File: src/rtl/pfcs_pkg.sv
// Shared types and constants for the packet freshness and clock sync block.
package pfcs_pkg;

   localparam int STAMP_BITS     = 48;
   localparam int NOW_BITS       = 48;
   localparam int SEQ_BITS       = 16;
   localparam int PLAYER_BITS    = 3;
   localparam int CFG_BITS       = 32;
   localparam int COUNT_BITS     = 16;
   localparam int CSR_DATA_BITS  = 48;
   localparam int CSR_INDEX_BITS = 2;

   localparam logic [CFG_BITS-1:0]    GRACE_RESET  = 32'd1000000;
   localparam logic [CFG_BITS-1:0]    MARGIN_RESET = 32'd1000000;
   localparam logic [STAMP_BITS-1:0]  MARKER_RESET = '0;
   localparam logic [COUNT_BITS-1:0]  ACCEPT_MAX   = '1;
   localparam logic [COUNT_BITS-1:0]  RESYNC_MIN   = 16'd2;
   localparam logic [PLAYER_BITS-1:0] PLAYER_ONE   = 3'd1;
   localparam logic                   CMD_RESTART  = 1'b1;

   typedef enum logic [CSR_INDEX_BITS-1:0] {
      CSR_GRACE  = 2'd0,
      CSR_MARGIN = 2'd1,
      CSR_MARKER = 2'd2
   } csr_index_type;

   typedef enum logic [2:0] {
      STATUS_OK      = 3'd0,
      STATUS_MARKER  = 3'd1,
      STATUS_TOO_OLD = 3'd2,
      STATUS_ORDER   = 3'd3,
      STATUS_RESET   = 3'd4
   } status_type;

   typedef struct packed {
      logic                          command;
      logic [NOW_BITS-1:0]           now_us;
      logic [PLAYER_BITS-1:0]        pkt_player;
      logic [SEQ_BITS-1:0]           pkt_number;
      logic signed [STAMP_BITS-1:0]  pkt_timestamp;
   } req_type;

   typedef struct packed {
      logic                          accepted;
      status_type                    status;
      logic [SEQ_BITS-1:0]           dropped_count;
      logic                          clock_adjusted;
      logic signed [STAMP_BITS-1:0]  local_time;
   } rsp_type;

   typedef enum logic [2:0] {
      ST_IDLE,
      ST_TIME,
      ST_CHECK,
      ST_SCAN,
      ST_DIVIDE,
      ST_ADJUST,
      ST_DONE
   } state_type;

   typedef struct packed {
      logic take_item;
      logic do_time;
      logic do_check;
      logic scan_step;
      logic div_step;
      logic do_adjust;
      logic out_load;
   } cmd_type;

   typedef struct packed {
      logic restart;
      logic start_resync;
      logic scan_last;
      logic num_zero;
      logic div_last;
   } stat_type;

endpackage

File: src/rtl/pfcs_ctrl.sv
// Sequencer for the packet freshness and clock sync block.
module pfcs_ctrl (
   input  logic               clock,
   input  logic               reset,
   input  logic               req_valid,
   output logic               req_stall,
   output logic               rsp_valid,
   input  logic               rsp_stall,
   input  pfcs_pkg::stat_type stat,
   output pfcs_pkg::cmd_type  cmd
);

   pfcs_pkg::state_type state_ff, state_in;
   logic                rsp_valid_ff, rsp_valid_in;

   always_ff @(posedge clock) begin
      if (reset) begin
         state_ff     <= pfcs_pkg::ST_IDLE;
         rsp_valid_ff <= 1'b0;
      end else begin
         state_ff     <= state_in;
         rsp_valid_ff <= rsp_valid_in;
      end
   end

   always_comb begin
      state_in = state_ff;
      unique case (state_ff)
         pfcs_pkg::ST_IDLE: begin
            if (req_valid) state_in = pfcs_pkg::ST_TIME;
         end
         pfcs_pkg::ST_TIME: begin
            state_in = stat.restart ? pfcs_pkg::ST_DONE : pfcs_pkg::ST_CHECK;
         end
         pfcs_pkg::ST_CHECK: begin
            state_in = stat.start_resync ? pfcs_pkg::ST_SCAN : pfcs_pkg::ST_DONE;
         end
         pfcs_pkg::ST_SCAN: begin
            if (stat.scan_last) state_in = pfcs_pkg::ST_DIVIDE;
         end
         pfcs_pkg::ST_DIVIDE: begin
            if (stat.num_zero) state_in = pfcs_pkg::ST_DONE;
            else if (stat.div_last) state_in = pfcs_pkg::ST_ADJUST;
         end
         pfcs_pkg::ST_ADJUST: begin
            state_in = pfcs_pkg::ST_DONE;
         end
         pfcs_pkg::ST_DONE: begin
            if (!rsp_valid_ff || !rsp_stall) state_in = pfcs_pkg::ST_IDLE;
         end
         default: begin
            state_in = pfcs_pkg::ST_IDLE;
         end
      endcase
   end

   always_comb begin
      cmd = '0;
      unique case (state_ff)
         pfcs_pkg::ST_IDLE:   cmd.take_item = req_valid;
         pfcs_pkg::ST_TIME:   cmd.do_time   = 1'b1;
         pfcs_pkg::ST_CHECK:  cmd.do_check  = 1'b1;
         pfcs_pkg::ST_SCAN:   cmd.scan_step = 1'b1;
         pfcs_pkg::ST_DIVIDE: cmd.div_step  = !stat.num_zero;
         pfcs_pkg::ST_ADJUST: cmd.do_adjust = 1'b1;
         pfcs_pkg::ST_DONE:   cmd.out_load  = !rsp_valid_ff || !rsp_stall;
         default: ;
      endcase
   end

   assign rsp_valid_in = cmd.out_load || (rsp_valid_ff && rsp_stall);
   assign req_stall    = (state_ff != pfcs_pkg::ST_IDLE);
   assign rsp_valid    = rsp_valid_ff;

   a_one_item: assert property (@(posedge clock) disable iff (reset)
      (req_valid && !req_stall) |=> req_stall)
      else $error("second beat taken while an item is in work");

   a_free_after_load: assert property (@(posedge clock) disable iff (reset)
      cmd.out_load |=> !req_stall)
      else $error("input side not freed after result load");

endmodule

File: src/rtl/pfcs_datapath.sv
// Datapath: configuration, epoch, peer table, checks, resync divider, result register.
module pfcs_datapath #(
   parameter int PLAYERS   = 4,
   parameter int TIME_BITS = 48
) (
   input  logic                                  clock,
   input  logic                                  reset,
   input  logic                                  csr_write_enable,
   input  logic [pfcs_pkg::CSR_INDEX_BITS-1:0]   csr_index,
   input  logic [pfcs_pkg::CSR_DATA_BITS-1:0]    csr_write_data,
   input  pfcs_pkg::req_type                     req_data,
   input  pfcs_pkg::cmd_type                     cmd,
   output pfcs_pkg::stat_type                    stat,
   output pfcs_pkg::rsp_type                     rsp_data
);

   localparam int SB = pfcs_pkg::STAMP_BITS;
   localparam int QB = pfcs_pkg::SEQ_BITS;
   localparam int CB = pfcs_pkg::CFG_BITS;
   localparam int NB = pfcs_pkg::COUNT_BITS;
   localparam int IW = $clog2(PLAYERS);
   localparam int XW = ((TIME_BITS > SB) ? TIME_BITS : SB) + 1;
   localparam int NW = $clog2(PLAYERS + 1);
   localparam int SW = XW + $clog2(PLAYERS);
   localparam int DW = $clog2(SW);

   logic [CB-1:0]              grace_ff, grace_in;
   logic [CB-1:0]              margin_ff, margin_in;
   logic [SB-1:0]              marker_ff, marker_in;
   pfcs_pkg::req_type          item_ff, item_in;
   logic [TIME_BITS-1:0]       epoch_ff, epoch_in;
   logic signed [SB-1:0]       last_stamp_ff [PLAYERS];
   logic signed [SB-1:0]       last_stamp_in [PLAYERS];
   logic [QB-1:0]              last_seq_ff [PLAYERS];
   logic [QB-1:0]              last_seq_in [PLAYERS];
   logic [NB-1:0]              count_ff, count_in;
   logic                       pending_ff, pending_in;
   logic signed [TIME_BITS-1:0] ts_ff, ts_in;
   logic [SW-1:0]              sum_ff, sum_in;
   logic [NW-1:0]              num_ff, num_in;
   logic [NW-1:0]              rem_ff, rem_in;
   logic [IW-1:0]              scan_idx_ff, scan_idx_in;
   logic [DW-1:0]              div_cnt_ff, div_cnt_in;
   logic                       acc_ff, acc_in;
   pfcs_pkg::status_type       status_ff, status_in;
   logic [QB-1:0]              dropped_ff, dropped_in;
   logic                       adj_ff, adj_in;
   pfcs_pkg::rsp_type          out_ff, out_in;

   logic [TIME_BITS-1:0]       now_t;
   logic signed [TIME_BITS-1:0] lt_calc;
   logic                       restart;
   logic                       player_ok;
   logic [IW-1:0]              player_idx;
   logic [IW-1:0]              rd_idx;
   logic signed [SB-1:0]       rd_stamp;
   logic [QB-1:0]              rd_seq;
   logic signed [XW-1:0]       ts_x, stamp_x, rd_x, grace_x, margin_x;
   logic signed [XW-1:0]       lag_x, lead_x, ahead_x;
   logic                       too_old, fresh_reset, qualify;
   logic [QB:0]                seq_next;
   logic [QB-1:0]              dropped_calc;
   pfcs_pkg::status_type       status_calc;
   logic                       accept_calc;
   logic [NB-1:0]              count_sat;
   logic [NW:0]                div_sh;
   logic                       div_ge;
   logic signed [SW:0]         floor_x;
   logic [SW-1:0]              shift;

   assign now_t      = TIME_BITS'(item_ff.now_us);
   assign lt_calc    = signed'(now_t - epoch_ff);
   assign restart    = (item_ff.command == pfcs_pkg::CMD_RESTART);
   assign player_ok  = (item_ff.pkt_player != '0) && (int'(item_ff.pkt_player) <= PLAYERS);
   assign player_idx = IW'(item_ff.pkt_player - pfcs_pkg::PLAYER_ONE);
   assign rd_idx     = cmd.scan_step ? scan_idx_ff : player_idx;
   assign rd_stamp   = last_stamp_ff[rd_idx];
   assign rd_seq     = last_seq_ff[rd_idx];

   assign ts_x     = XW'(ts_ff);
   assign stamp_x  = XW'(item_ff.pkt_timestamp);
   assign rd_x     = XW'(rd_stamp);
   assign grace_x  = signed'(XW'(grace_ff));
   assign margin_x = signed'(XW'(margin_ff));
   assign lag_x    = ts_x - stamp_x;
   assign lead_x   = stamp_x - ts_x;
   assign ahead_x  = rd_x - ts_x;

   assign too_old     = lag_x > grace_x;
   assign fresh_reset = !pending_ff && (ts_x < grace_x) && (lead_x > grace_x);
   assign qualify     = ahead_x > margin_x;

   assign seq_next     = {1'b0, rd_seq} + 1'b1;
   assign dropped_calc = (player_ok && ({1'b0, item_ff.pkt_number} > seq_next)) ?
                         (item_ff.pkt_number - rd_seq - 1'b1) : '0;

   always_comb begin
      accept_calc = 1'b0;
      if (unsigned'(item_ff.pkt_timestamp) == marker_ff) begin
         status_calc = pfcs_pkg::STATUS_MARKER;
      end else if (too_old) begin
         status_calc = pfcs_pkg::STATUS_TOO_OLD;
      end else if (!player_ok || (item_ff.pkt_number < rd_seq)) begin
         status_calc = pfcs_pkg::STATUS_ORDER;
      end else if (fresh_reset) begin
         status_calc = pfcs_pkg::STATUS_RESET;
      end else begin
         status_calc = pfcs_pkg::STATUS_OK;
         accept_calc = 1'b1;
      end
   end

   assign count_sat = (count_ff == pfcs_pkg::ACCEPT_MAX) ? count_ff : count_ff + 1'b1;

   assign div_sh  = {rem_ff, sum_ff[SW-1]};
   assign div_ge  = div_sh >= {1'b0, num_ff};
   assign floor_x = (SW+1)'(ts_x) + signed'({1'b0, sum_ff});
   assign shift   = sum_ff + SW'(floor_x[SW] && (rem_ff != '0));

   assign stat.restart      = restart;
   assign stat.start_resync = accept_calc && pending_ff && (count_sat >= pfcs_pkg::RESYNC_MIN);
   assign stat.scan_last    = (scan_idx_ff == IW'(PLAYERS - 1));
   assign stat.num_zero     = (num_ff == '0);
   assign stat.div_last     = (div_cnt_ff == DW'(SW - 1));

   always_comb begin
      grace_in  = grace_ff;
      margin_in = margin_ff;
      marker_in = marker_ff;
      if (csr_write_enable) begin
         unique case (pfcs_pkg::csr_index_type'(csr_index))
            pfcs_pkg::CSR_GRACE:  grace_in  = CB'(csr_write_data);
            pfcs_pkg::CSR_MARGIN: margin_in = CB'(csr_write_data);
            pfcs_pkg::CSR_MARKER: marker_in = SB'(csr_write_data);
            default: ;
         endcase
      end
   end

   always_comb begin
      item_in       = cmd.take_item ? req_data : item_ff;
      epoch_in      = epoch_ff;
      last_stamp_in = last_stamp_ff;
      last_seq_in   = last_seq_ff;
      count_in      = count_ff;
      pending_in    = pending_ff;
      ts_in         = ts_ff;
      sum_in        = sum_ff;
      num_in        = num_ff;
      rem_in        = rem_ff;
      scan_idx_in   = scan_idx_ff;
      div_cnt_in    = div_cnt_ff;
      acc_in        = acc_ff;
      status_in     = status_ff;
      dropped_in    = dropped_ff;
      adj_in        = adj_ff;
      out_in        = out_ff;

      if (cmd.take_item) begin
         acc_in     = 1'b0;
         status_in  = pfcs_pkg::STATUS_OK;
         dropped_in = '0;
         adj_in     = 1'b0;
      end

      if (cmd.do_time) begin
         ts_in = lt_calc;
         if (restart) begin
            epoch_in = now_t;
            count_in = '0;
            for (int k = 0; k < PLAYERS; k++) begin
               last_stamp_in[k] = '0;
               last_seq_in[k]   = '0;
            end
         end
      end

      if (cmd.do_check) begin
         acc_in      = accept_calc;
         status_in   = status_calc;
         dropped_in  = dropped_calc;
         sum_in      = '0;
         num_in      = '0;
         rem_in      = '0;
         scan_idx_in = '0;
         div_cnt_in  = '0;
         if (status_calc == pfcs_pkg::STATUS_RESET) pending_in = 1'b1;
         if (accept_calc) begin
            last_stamp_in[player_idx] = item_ff.pkt_timestamp;
            last_seq_in[player_idx]   = item_ff.pkt_number;
            count_in                  = count_sat;
         end
      end

      if (cmd.scan_step) begin
         scan_idx_in = scan_idx_ff + 1'b1;
         if (qualify) begin
            sum_in = sum_ff + SW'(ahead_x);
            num_in = num_ff + 1'b1;
         end
      end

      if (cmd.div_step) begin
         div_cnt_in = div_cnt_ff + 1'b1;
         sum_in     = {sum_ff[SW-2:0], div_ge};
         rem_in     = div_ge ? NW'(div_sh - {1'b0, num_ff}) : NW'(div_sh);
      end

      if (cmd.do_adjust) begin
         epoch_in   = epoch_ff - TIME_BITS'(shift);
         pending_in = 1'b0;
         adj_in     = 1'b1;
      end

      if (cmd.out_load) begin
         out_in.accepted       = acc_ff;
         out_in.status         = status_ff;
         out_in.dropped_count  = dropped_ff;
         out_in.clock_adjusted = adj_ff;
         out_in.local_time     = SB'(lt_calc);
      end
   end

   always_ff @(posedge clock) begin
      if (reset) begin
         grace_ff    <= pfcs_pkg::GRACE_RESET;
         margin_ff   <= pfcs_pkg::MARGIN_RESET;
         marker_ff   <= pfcs_pkg::MARKER_RESET;
         epoch_ff    <= '0;
         count_ff    <= '0;
         pending_ff  <= 1'b0;
         num_ff      <= '0;
         rem_ff      <= '0;
         scan_idx_ff <= '0;
         div_cnt_ff  <= '0;
         for (int k = 0; k < PLAYERS; k++) begin
            last_stamp_ff[k] <= '0;
            last_seq_ff[k]   <= '0;
         end
      end else begin
         grace_ff      <= grace_in;
         margin_ff     <= margin_in;
         marker_ff     <= marker_in;
         epoch_ff      <= epoch_in;
         count_ff      <= count_in;
         pending_ff    <= pending_in;
         num_ff        <= num_in;
         rem_ff        <= rem_in;
         scan_idx_ff   <= scan_idx_in;
         div_cnt_ff    <= div_cnt_in;
         last_stamp_ff <= last_stamp_in;
         last_seq_ff   <= last_seq_in;
      end
   end

   always_ff @(posedge clock) begin
      item_ff    <= item_in;
      ts_ff      <= ts_in;
      sum_ff     <= sum_in;
      acc_ff     <= acc_in;
      status_ff  <= status_in;
      dropped_ff <= dropped_in;
      adj_ff     <= adj_in;
      out_ff     <= out_in;
   end

   assign rsp_data = out_ff;

   a_pending_clear: assert property (@(posedge clock) disable iff (reset)
      $fell(pending_ff) |-> ($past(cmd.do_adjust) || $past(reset)))
      else $error("resync flag dropped without an epoch shift");

   a_rem_below: assert property (@(posedge clock) disable iff (reset)
      (num_ff != '0) |-> (rem_ff < num_ff))
      else $error("divider remainder not below divisor");

   a_result_consistent: assert property (@(posedge clock) disable iff (reset)
      cmd.out_load |=> ((out_ff.accepted || !out_ff.clock_adjusted) &&
                        (!out_ff.accepted || (out_ff.status == pfcs_pkg::STATUS_OK))))
      else $error("result beat flags inconsistent");

endmodule

File: src/rtl/packet_freshness_and_clock_sync.sv
// Top level of the packet freshness and clock sync block.
// One item is taken at a time. A packet that needs no resync passes the time and
// check states before its result is loaded, a restart command the time state
// only. A packet that triggers resync adds a walk over the peer table, a
// bit-serial divider over the SW-bit sum that forms the average, whose first step
// also tests the count (SW = max(TIME_BITS, 48) + 1 + clog2(PLAYERS), 51 at the
// defaults), and an epoch update; the division and update are skipped when no
// teammate is far enough ahead. The result sits in an output register; if it has
// not been taken when the next result is ready, the block holds until it is.
module packet_freshness_and_clock_sync #(
   parameter int PLAYERS   = 4,
   parameter int TIME_BITS = 48
) (
   input  logic                                  clock,
   input  logic                                  reset,
   input  logic                                  req_valid,
   output logic                                  req_stall,
   input  pfcs_pkg::req_type                     req_data,
   output logic                                  rsp_valid,
   input  logic                                  rsp_stall,
   output pfcs_pkg::rsp_type                     rsp_data,
   input  logic                                  csr_write_enable,
   input  logic [pfcs_pkg::CSR_INDEX_BITS-1:0]   csr_index,
   input  logic [pfcs_pkg::CSR_DATA_BITS-1:0]    csr_write_data
);

   pfcs_pkg::cmd_type  cmd;
   pfcs_pkg::stat_type stat;

   pfcs_ctrl u_ctrl (
      .clock     (clock),
      .reset     (reset),
      .req_valid (req_valid),
      .req_stall (req_stall),
      .rsp_valid (rsp_valid),
      .rsp_stall (rsp_stall),
      .stat      (stat),
      .cmd       (cmd)
   );

   pfcs_datapath #(
      .PLAYERS   (PLAYERS),
      .TIME_BITS (TIME_BITS)
   ) u_datapath (
      .clock            (clock),
      .reset            (reset),
      .csr_write_enable (csr_write_enable),
      .csr_index        (csr_index),
      .csr_write_data   (csr_write_data),
      .req_data         (req_data),
      .cmd              (cmd),
      .stat             (stat),
      .rsp_data         (rsp_data)
   );

endmodule
File: config.mk
export PLATFORM = sky130hd
export DESIGN_NAME = packet_freshness_and_clock_sync
export DESIGN_NICKNAME = d
export VERILOG_FILES = /design/src/rtl/pfcs_pkg.sv /design/src/rtl/pfcs_ctrl.sv /design/src/rtl/pfcs_datapath.sv /design/src/rtl/packet_freshness_and_clock_sync.sv
export SDC_FILE = /design/constraint.sdc
export NUM_CORES = 2
export LEC_CHECK = 0
export BUFFER_PORTS_ARGS = -buffer_cell sky130_fd_sc_hd__buf_2
export CAP_MARGIN = 20
export CORE_ASPECT_RATIO = 0.5
export CORE_UTILIZATION = 55
export DETAILED_ROUTE_END_ITERATION = 16
export GPL_TIMING_DRIVEN = 1
export PLACE_DENSITY = 0.73
export RECOVER_POWER = 50
export SLEW_MARGIN = 40
export SYNTH_ARGS = -nofsm -noshare
export SYNTH_HDL_FRONTEND = slang
export SYNTH_HIERARCHICAL = 1
export SYNTH_SLANG_ARGS = --single-unit
File: constraint.sdc
create_clock -name clock -period 24.2 [get_ports clock]
set_clock_uncertainty 0.1 [all_clocks]
set_input_delay 4.84 -clock clock [delete_from_list [all_inputs] [get_ports clock]]
set_output_delay 4.84 -clock clock [all_outputs]
set_load 0.01 [all_outputs]
# After elaboration in Yosys (flattened, before gate mapping)
# Cells that the tools add are included.
# totals
ff_bits,756
output_inout_bits,71
# classes
addsub,17
magnitude_cmp,12
eq_ne,17
muxes,73
bitwise_logic,2
n_reduce_logical,35
# op_table
operator,n
$mux 192,4
$mux 48,6
$mux 64,4
$mux 51,4
$bwmux 192,1
$mux 16,11
$gt 49x33->1,3
$sub 48x48->49,3
$bmux 48 s2,1
$demux 48 s2,1
$sub 48x48->48,2
$bwmux 64,1
$mux 3,19
$add 48x52->52,1
$add 51x51->51,1
$add 48x1->48,1
$eq 48x48->1,1
$lt 48x33->1,1
$bmux 16 s2,1
$demux 16 s2,1
$pmux 3 s7,1
$add 16x1->17 const B,1
$gt 16x17->1,1
$add 16x1->16 const B,1
other kinds (37),85

# Longest topological paths before layout
# logic_depth
word_depth,16
ltp_mapped,36
depth_no_buf,33

# By module
# Netlist, hierarchy kept.
# modules_own_cells
mod,n_inst,cells_each,area_per_inst_um2,seq_area_each_um2
pfcs_datapath,1,6112,51808.4,17586.9
pfcs_ctrl,1,36,296.5,80.1

# Worst setup path after synthesis
# No wires, ideal clock.
# synth_timing
path_type,in2reg
from,input port req_valid
to,register u_datapath.acc_ff (enable)
setup_ns,0.349
t_arrival_ns,8.534
required_time_ns,23.751
path_slack_ns,15.218
cell_stages,3
path_buffers,0
cell_sequence,inv_1 nor2_2 or2_2
# synth_rtl
element,line_no,text
start: declaration,packet_freshness_and_clock_sync.sv:16,"input logic req_valid,"
end signal: assignment,pfcs_datapath.sv:260,acc_ff <= acc_in;
end: declaration,pfcs_datapath.sv:44,"logic acc_ff, acc_in;"

# Final worst setup path
# layout_timing
from,input port reset
to,register u_datapath/last_stamp_ff[65] (netlist bit)
# layout_rtl
element,line_no,text
start: declaration,packet_freshness_and_clock_sync.sv:15,"input logic reset,"
end signal: assignment,pfcs_datapath.sv:251,last_stamp_ff <= last_stamp_in;
end: declaration,pfcs_datapath.sv:32,logic signed [SB-1:0] last_stamp_ff [PLAYERS];
# No word-level cell between the ends.

==> flow_summary.yaml <==
critical_path:
  cp_data_arrival_time_ps: 13410
  crit_path_start_kind: "input port"
  path_class: "input port to register"
  path_max_fanout: 111
  cp.required_ps: 24600
  cp-end-kind: "register"
clock_tree:
  cts_hold_buf: 0
  insertion_delay_ps: 670
  root_buffer: "clkbuf_16"
  cts_buffers: 73
  cts_setup_buffers: 0
  cts.sinks: 756
  ctsResizeCount: 0
  cts_tree: "yes"
  cts.clk_slew.worst_paths_ps: 70
  clock_path_buffers: 3
  htree_levels: 3
floorplan:
  fp.dieW_um: 437
  placementRows: 79
  die_h_um: 220
  coreArea_um2: 93400
  start_util: 0.558
  die-area_um2: 96000
  ioPinCount: 242
place:
  io_buffers: 241
  dpl.hpwl_um: 149000
  gp_congestion: 1.02
route:
  avgRoutedWirePerCell_um: 25.8
  drtIter0Drc: 6136
  vias: 48592
  vias_per_cell: 6.45
  post-route-drc-count: 4
  firstDrtPassIters: 12
  drtAntennaViolNets: 0
  finalWirelength_um: 194000
sta:
  worst_slew_pin_slew_ps: 5470
  setup_viol: 0
  post-route-min-period_ps: 13010
  fin_crit_sh: 0.538
  rsz0062_at_grt: "false"
  hold_viol: 0
  finalSetupTns_ps: 0
  max_slew_margin: -2.65
  maxSlewViolCount: 441
  clock.fmax_mhz: 76.9
layout:
  layout-area-overhead-vs-synth_pct: 8.30
  final_core_util: 0.604
  ff_latch_area_um2: 17700
  fin_nets: 6948
  fill_cells: 8360
  drive_above_1_share: 0.0815
  multiInputGateArea_um2: 31700
status:
  violations: "DRC, capacitance limit, slew limit"
  status: "finished, violations left"
logic_synthesis:
  synthArstFlopShare: 0
  synth_nets: 6885
  yosys.area.top_type: "dfxtp_1"
  synth_seq_cells: 756
  avgSynthCellArea_um2: 8.48
  syn-cell-area_um2: 52100
  synth_common_cells: "nand2_1, a21oi_1, ha_1"
  synthMostInstantiatedCell: "nand2_1"
  synth_flop_cell: "dfxtp_1"
  synth.distinct_cells: 99
  synth_area_leaders: "dfxtp_1, edfxtp_1, ha_1, a21oi_1, nand2_1"
  synth_edf_count: 253
  ys_seq_area_frac: 0.339
  yosys_warnings: 6
  synth_top_cell_area_share: 0.193
  synthCells: 6148
min_path:
  hold_class: "register to register"
job:
  maxCapViolCount: 9
global_route:
  grt_pass1_vias: 45077
  antenna_found_initial: 8
  grt_first_pass_wirelength_um: 282000
  grt-ovfl-total: 0
  grt_usage: 0.391
  grt_max_degree: 112
power:
  power-per-cell-area_nw_per_um2: 118
  leakage_nw: 22.5
  peakVddDrop_v: 0.0000869
==> cells by family after synthesis <==
kind of cell	share of synthesized area
muxes	0.0395
and+or+nand+nor	0.172
DFF	0.339
adders and majority gates	0.137
buffers and inverters	0.0542
AOI/OAI and AO/OA	0.203
xor gates and xnor gates	0.0546
==> metrics by stage <==
stage                     setup WS (ps)  instance area, um2  power, mW  cells  hold slack, ps
after detailed placement          14610               54100       5.34   7389             305
after floorplan                   15220               52100       4.30   6148             300
after global routing              10980               56400       7.02   7526             327
after CTS                         14600               56500       6.53   7523             320
after global placement            14550               54000       5.27   7386             307
final                             11190               56400       6.64   7529             319
==> metal layers <==
metal | vias up | GRT usage | wire (um)
li1 | 22222 | - | -
met1 | 23421 | 0.548 | 82900
met2 | 2605 | 0.570 | 79900
met3 | 336 | 0.112 | 23900
met4 | 8 | 0.140 | 6980
met5 | - | 0.0166 | 262
==> critical path: stages <==
cell,delay [ps]
clkbuf_1,3760
clkbuf_1,3570
buf_6,920
a21oi_1,130
==> sequential cells by signal, indices dropped and copies added (netlist names), 2 cells and up <==
register	flops
u_datapath/grace_ff	32
u_datapath/marker_ff	48
u_datapath/num_ff	3
u_datapath/item_ff	67
u_datapath/margin_ff	32
u_datapath/last_stamp_ff	192
u_datapath/now_t	48
u_datapath/epoch_ff	48
u_datapath/scan_idx_ff	2
u_datapath/div_cnt_ff	6
u_datapath/dropped_ff	16
u_datapath/status_ff	3
u_datapath/last_seq_ff	64
u_datapath/rem_ff	3
u_datapath/sum_ff	51
u_datapath/rsp_data	69
u_ctrl/state_ff	3
u_datapath/count_ff	16
u_datapath/ts_ff	48
==> cell usage in the layout, fill, tap and decap left out, drive strengths merged, types with 13 or more instances in the layout <==
master  count
a31oi      59
clkinv     18
ha        557
a21oi     794
inv       405
a21boi     16
a211oi     56
o31ai      28
buf       218
and2       38
o211ai     53
o21bai     38
and3       46
o21a       53
or3        18
nand4     113
mux2       36
nand2     805
o21ai     260
nor3       72
xor2      114
nor4       33
a21o      193
a221oi     13
nand2b     44
nor2      308
or2        18
a311oi     21
clkbuf    170
edfxtp    253
nor2b      40
a31o       30
xnor2     210
nand3     345
mux4       61
or4        14
mux2i      28
dfxtp     503
==> final timing paths <==
path / end / slack [ps] / start / cells past startpoint
worst min register to register: u_datapath/rsp_data[66] / 320 / u_datapath/status_ff[1] / 0
worst max-delay path: u_datapath/last_stamp_ff[65] / 11190 / reset / 4
worst min-delay path: u_datapath/rsp_data[66] / 320 / u_datapath/status_ff[1] / 0
worst max register to register: u_datapath/epoch_ff[42] / 14780 / u_datapath/ts_ff[1] / 32
==> power by group <==
group | total [mW] | switching (mW) | leakage [nW] | internal [mW]
sequential | 1.81 | 0.275 | 6.42 | 1.53
clock | 1.17 | 0.533 | 1.14 | 0.642
combinational | 3.66 | 2.25 | 14.9 | 1.41
total | 6.64 | 3.06 | 22.5 | 3.59
==> final cells by class <==
type,count,share of cell area
Multi-Input combinational cell,4688,0.562
Clock inverter,37,0.00636
Tap cell,1255,0.0278
Sequential cell,756,0.313
Timing Repair Buffer,291,0.0277
Inverter,401,0.0267
Antenna cell,4,0.000177
Clock buffer,97,0.0360
Note: power is estimated with default switching activity, not from simulation.
